## src/rtl/qfrv_pkg.sv

```systemverilog
`timescale 1ns / 1ps

package qfrv_pkg;

    // Fixed field widths and formats.
    localparam int IN_W     = 32;
    localparam int OUT_W    = 32;
    localparam int SUM_W    = 64;
    localparam int LEN_W    = 32;
    localparam int RATIO_W  = 31;
    localparam int Q_FRAC   = 30;
    localparam int LEN_FRAC = 28;
    localparam int ROM_FRAC = 62;
    localparam int N_LANES  = 3;
    localparam logic [OUT_W-1:0] Q30_ONE = 32'h4000_0000;

    // Unsigned 64-bit quotient by shift and subtract, for elaboration-time tables.
    function automatic logic [63:0] udiv64(input logic [63:0] num, input logic [63:0] den);
        logic [63:0] q;
        logic [64:0] r;
        int          j;
        q = '0;
        r = '0;
        for (j = 63; j >= 0; j--) begin
            r = {r[63:0], num[j]};
            if (r >= {1'b0, den}) begin
                r    = r - {1'b0, den};
                q[j] = 1'b1;
            end
        end
        return q;
    endfunction

    // Unsigned rescale between fraction widths, rounding half up.
    function automatic logic [63:0] rescale_u(input logic [63:0] v, input int from_b,
                                              input int to_b);
        logic [63:0] r;
        if (to_b >= from_b) begin
            r = v << (to_b - from_b);
        end else begin
            r = (v + (64'd1 << (from_b - to_b - 1))) >> (from_b - to_b);
        end
        return r;
    endfunction

    // Arctangent of 1/n at 62 fraction bits by the integer power series.
    function automatic longint atan_inv_q62(input int n);
        logic [63:0] p;
        logic [63:0] n2;
        longint      s;
        int          k;
        p  = udiv64(64'd1 << 62, 64'(n));
        n2 = 64'(n) * 64'(n);
        s  = 0;
        for (k = 0; k < 40; k++) begin
            if (p != 64'd0) begin
                if ((k & 1) != 0) begin
                    s = s - longint'(udiv64(p, 64'(2 * k + 1)));
                end else begin
                    s = s + longint'(udiv64(p, 64'(2 * k + 1)));
                end
                p = udiv64(p, n2);
            end
        end
        return s;
    endfunction

    // Arctangent of 2^-i at 62 fraction bits, i of one or more.
    function automatic longint atan_pow2_q62(input int i);
        logic [63:0] p;
        longint      s;
        int          k;
        p = 64'd1 << (62 - i);
        s = 0;
        for (k = 0; k < 64; k++) begin
            if (p != 64'd0) begin
                if ((k & 1) != 0) begin
                    s = s - longint'(udiv64(p, 64'(2 * k + 1)));
                end else begin
                    s = s + longint'(udiv64(p, 64'(2 * k + 1)));
                end
                p = (2 * i >= 64) ? 64'd0 : (p >> (2 * i));
            end
        end
        return s;
    endfunction

    // Machin formula for pi/4 at 62 fraction bits.
    function automatic longint quarter_pi_q62();
        longint a5;
        longint a239;
        a5   = atan_inv_q62(5);
        a239 = atan_inv_q62(239);
        return 4 * a5 - a239;
    endfunction

    // Floor square root of a 64-bit value.
    function automatic logic [63:0] isqrt64(input logic [63:0] n);
        logic [63:0] res;
        logic [63:0] bitv;
        logic [63:0] rem;
        int          j;
        res  = 64'd0;
        bitv = 64'd1 << 62;
        rem  = n;
        for (j = 0; j < 32; j++) begin
            if (bitv > rem) begin
                bitv = bitv >> 2;
            end
        end
        for (j = 0; j < 32; j++) begin
            if (bitv != 64'd0) begin
                if (rem >= res + bitv) begin
                    rem = rem - (res + bitv);
                    res = (res >> 1) + bitv;
                end else begin
                    res = res >> 1;
                end
                bitv = bitv >> 2;
            end
        end
        return res;
    endfunction

    // Rotation angle of step i at f fraction bits.
    function automatic logic [63:0] atan_rom_f(input int i, input int f);
        longint a;
        a = (i == 0) ? quarter_pi_q62() : atan_pow2_q62(i);
        return rescale_u(64'(a), ROM_FRAC, f);
    endfunction

    // Quarter turn at f fraction bits.
    function automatic logic [63:0] half_pi_f(input int f);
        longint qp;
        qp = quarter_pi_q62();
        return rescale_u(64'(2 * qp), ROM_FRAC, f);
    endfunction

    // Inverse CORDIC gain at f fraction bits for a given number of steps.
    function automatic logic [63:0] gain_f(input int f, input int steps);
        logic [63:0] k2;
        int          i;
        k2 = 64'd1 << 62;
        for (i = 0; i < 64; i++) begin
            if (i < steps && 2 * i <= 62) begin
                k2 = k2 - udiv64(k2, (64'd1 << (2 * i)) + 64'd1);
            end
        end
        return rescale_u(isqrt64(k2), 31, f);
    endfunction

endpackage

```

## src/rtl/qfrv_sqrt.sv

```systemverilog
`timescale 1ns / 1ps

module qfrv_sqrt #(
    parameter int SIDE_W = 1
) (
    input  logic                          i_clk,
    input  logic                          i_rst_n,
    input  logic                          i_valid,
    input  logic [qfrv_pkg::SUM_W-1:0]    i_radicand,
    input  logic [SIDE_W-1:0]             i_side,
    output logic                          o_valid,
    output logic [qfrv_pkg::LEN_W-1:0]    o_root,
    output logic [SIDE_W-1:0]             o_side
);

    localparam int STEPS = qfrv_pkg::LEN_W;
    localparam int REM_W = qfrv_pkg::SUM_W + 2;

    logic [REM_W-1:0]            r_rem  [STEPS];
    logic [qfrv_pkg::LEN_W-1:0]  r_root [STEPS];
    logic [SIDE_W-1:0]           r_side [STEPS];
    logic                        r_vld  [STEPS];

    // One root bit per stage, most significant first.
    for (genvar g = 0; g < STEPS; g++) begin : g_stage
        localparam int B = STEPS - 1 - g;
        logic [REM_W-1:0]           p_rem;
        logic [qfrv_pkg::LEN_W-1:0] p_root;
        logic [SIDE_W-1:0]          p_side;
        logic                       p_vld;
        logic [REM_W-1:0]           trial;
        logic [REM_W-1:0]           n_rem;
        logic [qfrv_pkg::LEN_W-1:0] n_root;

        if (g == 0) begin : g_first
            assign p_rem  = REM_W'(i_radicand);
            assign p_root = '0;
            assign p_side = i_side;
            assign p_vld  = i_valid;
        end else begin : g_next
            assign p_rem  = r_rem[g-1];
            assign p_root = r_root[g-1];
            assign p_side = r_side[g-1];
            assign p_vld  = r_vld[g-1];
        end

        // Growth of the square when this bit is set.
        assign trial = (REM_W'(p_root) << (B + 1)) + (REM_W'(1) << (2 * B));

        always_comb begin
            n_rem  = p_rem;
            n_root = p_root;
            if (p_rem >= trial) begin
                n_rem     = p_rem - trial;
                n_root[B] = 1'b1;
            end
        end

        always_ff @(posedge i_clk) begin
            if (!i_rst_n) begin
                r_vld[g] <= 1'b0;
            end else begin
                r_vld[g] <= p_vld;
            end
            r_rem[g]  <= n_rem;
            r_root[g] <= n_root;
            r_side[g] <= p_side;
        end
    end

    assign o_valid = r_vld[STEPS-1];
    assign o_root  = r_root[STEPS-1];
    assign o_side  = r_side[STEPS-1];

endmodule

```

## config.mk

```make
export PLATFORM = sky130hd
export DESIGN_NAME = qfrv_sqrt
export DESIGN_NICKNAME = d
export VERILOG_FILES = /design/src/rtl/qfrv_pkg.sv /design/src/rtl/qfrv_sqrt.sv
export SDC_FILE = /design/constraint.sdc
export NUM_CORES = 2
export LEC_CHECK = 0
export BUFFER_PORTS_ARGS = -buffer_cell sky130_fd_sc_hd__buf_2
export CORE_MARGIN = 2
export CORE_UTILIZATION = 50
export CTS_CLUSTER_SIZE = 8
export DETAILED_ROUTE_END_ITERATION = 8
export GPL_TIMING_DRIVEN = 0
export PLACE_DENSITY = 0.68
export SLEW_MARGIN = 10
export SYNTH_ARGS = -nofsm -noshare
export SYNTH_HDL_FRONTEND = slang
export SYNTH_SLANG_ARGS = --single-unit
```

## constraint.sdc

```tcl
create_clock -name i_clk -period 3.75 [get_ports i_clk]
set_clock_uncertainty 0.2 [all_clocks]
set_input_delay 0.75 -clock i_clk [delete_from_list [all_inputs] [get_ports i_clk]]
set_output_delay 0.75 -clock i_clk [all_outputs]
set_load 0.1 [all_outputs]
```

==> flow_metrics.tcl <==
set metrics [dict create \
    first_global_vias 74086 \
    grt_antenna_before_repair 13 \
    nFillCells 16663 \
    synth_nets 10673 \
    synth_ff_type "dfxtp_1" \
    setup_slack_ns -0.0176 \
    switching_share_pct 32.7 \
    hold_depth 0 \
    setup_viol 1 \
    synth-edff-count 0 \
    cap_violations 0 \
    crit_path_end_kind "register" \
    overflow 0 \
    drc_errors 0 \
    vdd_drop_max_v 0.000528 \
    rows 164 \
    cts_tree "built" \
    crit_chain "inv_1 > ha_1 > nand4_1 > nor2_2 > nand4_1 > or4_4 > and3_1 > o31a_1 > buf_4 > buf_4 > a2111o_1 > buf_4 > nor4_2 > xor2_1" \
    ys_seq_area_share_pct 52.9 \
    slew_headroom_pct 24.5 \
    drt_first_pass_iters 9 \
    cts_buffer_depth 4 \
    drive_gt1_share_pct 11.1 \
    r2r_slack_ns -0.02 \
    grt_max_degree 22 \
    p_clk_share_pct 32.3 \
    wl_per_cell_um 21.5 \
    wl_um 286000 \
    track_usage_pct 27.3 \
    final_min_period_over_clock_period_pct 100 \
    synthArstFlopShare_pct 0 \
    power_frac_seq_pct 44.9 \
    clk_pin_slew_worst_paths_ns 0.06 \
    r2r_cells 14 \
    die_x_um 451 \
    hold_violations 0 \
    cpMostUsedCell "buf_4" \
    synthCells 10047 \
    fin_tns_setup_ns -0.0176 \
    p_int_mw 60.9 \
    vias_per_cell 5.65 \
    syn-cell-area_mm2 0.0998 \
    syn_area_per_cell_um2 9.94 \
    final_common_cell "dfxtp_1" \
    synth.ff_latch_count 2637 \
    fmax_mhz 265 \
    die_h_um 451 \
    routabilityCongestion 0.972 \
    cp_data_arrival_time_ns 4.37 \
    cts-root-buf "clkbuf_16" \
    htree_levels 5 \
    worst_path_max_delay_cell "or4_4" \
    p_comb_share_pct 22.8 \
    min_path_type "register to register" \
    netlist_top_cells_area "dfxtp_1 53%, ha_1 7.0%, xor2_1 4.3%" \
    grt_pass1_wl_um 434000 \
    post-route-min-period_ns 3.77 \
    area_growth_pct 17.2 \
    io_buffer_count 101 \
    power_density_mw_per_mm2 773 \
    violations "negative setup slack" \
    layout.nets 11269 \
    die_area_mm2 0.203 \
    yosys_warnings 0 \
    cp_max_fo 7 \
    cts_num_sinks 2637 \
    start_kind "register" \
    drt.antenna.violating_nets 0 \
    tightest_slew_ns 1.12 \
    synth_top_cell_area_share_pct 52.9 \
    rsz0062_at_grt "true" \
    pin_count 102 \
    worstReg2RegStart "r_root[1][279]" \
    initial_core_util_pct 50.2 \
    hpwlAfterDp_um 217000 \
    p_switching_mw 29.5 \
    status "finished, violations left" \
    hp-start "r_rem[2][15]" \
    core-area_mm2 0.199 \
    cts_inserted_buffers 381 \
    worstSetupPathType "register to register" \
    ys_types 95 \
    min_to "r_rem[3][15]" \
    cpPeakStageDelay_ns 0.45 \
    yosysTopAreaCell "dfxtp_1" \
    layout_common_cells "2,596 x dfxtp_1, 742 x nor2_1, 703 x inv_1, 607 x nand2_1, 588 x a21oi_1" \
    required_ns 4.36 \
    vias 75307 \
    final-max-slew-violation-count 0 \
    first_iter_violations 6395 \
    clk_latency_ns 1.01 \
    p_leak_nw 52.4 \
    p_total_mw 90.4 \
    reg2reg_to "r_rem[25][47]" \
]
## flip-flops by register name (all words and copies together), names as in the netlist
signal and count:
r_rem 2045, r_root 528, r_side 32, r_vld 32
## how the worst max path moves through the flow
stage	startpoint	to
final	r_root[1][279]	r_rem[25][47]
after global routing	r_root[1][279]	r_rem[25][47]
after floorplan	r_root[1][445]	r_rem[30][43]
after detailed placement	r_root[1][357]	r_rem[28][21]
after global placement	r_root[1][357]	r_rem[28][21]
after CTS	r_root[1][158]	r_rem[21][52]
## per-stage QoR
step	instance area, um^2	util (%)	hold slack [ns]	instances	worst slack [ns]
after floorplan	99800	-	0.110	10047	0.183
after global placement	104000	52.1	0.112	12804	-1.55
after detailed placement	104000	52.1	0.113	12805	-1.57
after CTS	116000	58.1	0.0869	13312	0.000512
after global routing	117000	58.8	0.0924	13326	-0.0723
final	117000	58.8	0.0836	13331	-0.0176
## what timing repair did
| action | in CTS | in global routing |
|---|---|---|
| setup endpoints to repair | 678 | 560 |
| setup buffers | 46 | 46 |
| endpoints found under the hold margin | 68 | 0 |
| gates cloned | 0 | 2 |
| hold buffers | 69 | 0 |
| gates resized for setup | 264 | 286 |
| pin swaps | 36 | 62 |
## power groups by stage
stage	clock, mW	sequential [mW]	combinational (mW)
after floorplan	0	38.0	14.6
after global placement	0	40.6	19.1
after detailed placement	0	40.7	19.3
after CTS	29.7	40.3	19.9
after global routing	30.9	41.1	22.7
final	29.2	40.6	20.6
## layout make-up
| type | count | area [um^2] | share of cell area [%] |
|---|---|---|---|
| Antenna cell | 7 | 17.5 | 0.0150 |
| Tap cell | 2656 | 3320 | 2.84 |
| Clock inverter | 10 | 146 | 0.125 |
| Buffer | 150 | 801 | 0.685 |
| Clock buffer | 398 | 9710 | 8.30 |
| Inverter | 708 | 2660 | 2.28 |
| Sequential cell | 2637 | 52900 | 45.2 |
| Timing Repair Buffer | 264 | 1910 | 1.63 |
| Multi-Input combinational cell | 6501 | 45500 | 38.9 |
## cells by family (layout without fill, tap and decap cells)
kind of cell,after synthesis,in the layout,synth area share [%]
xor gates and xnor gates,945,945,8.29
other,0,7,0
muxes,109,109,1.22
AOI/OAI and AO/OA,1799,1800,11.2
and+or+nand+nor,3089,3089,15.9
adders and majority gates,558,558,6.99
DFF,2637,2637,52.9
buffers and inverters,910,1530,3.46
## cell usage after synthesis, types with 38 or more instances
| master | number |
|---|---|
| xor2_1 | 486 |
| mux2_2 | 102 |
| and2_1 | 68 |
| nand3_1 | 180 |
| or3_1 | 116 |
| nor3_1 | 300 |
| nand2b_1 | 108 |
| dfxtp_1 | 2637 |
| o211ai_1 | 46 |
| nand4_1 | 159 |
| nor4b_1 | 43 |
| a21o_1 | 168 |
| clkbuf_1 | 173 |
| nor2b_1 | 66 |
| o31ai_1 | 45 |
| inv_1 | 703 |
| ha_1 | 558 |
| o21a_1 | 103 |
| o21ai_0 | 401 |
| or4_1 | 76 |
| or2_2 | 38 |
| nand2_1 | 614 |
| nor2_1 | 747 |
| a31oi_1 | 51 |
| xnor2_1 | 459 |
| nor4_1 | 376 |
| a211oi_1 | 51 |
| a21oi_1 | 632 |
| o21bai_1 | 51 |
| and3_1 | 46 |
## layer usage
metal	GRT usage, %	up-vias	wire, um
met5	0	-	113
met4	8.97	4	9160
met3	5.32	541	21700
met2	42.0	2736	124000
met1	38.3	35960	131000
li1	-	36066	-
## worst max-delay path: cells and delay by family, from the launching register on
family | cells | cell delay, ns
AOI/OAI and AO/OA | 2 | 0.53
xor gates and xnor gates | 1 | 0.24
adders and majority gates | 1 | 0.42
buffers and inverters | 4 | 0.55
DFF | 1 | 0.42
and+or+nand+nor | 6 | 1.31
(Power assumes the default switching activity.)
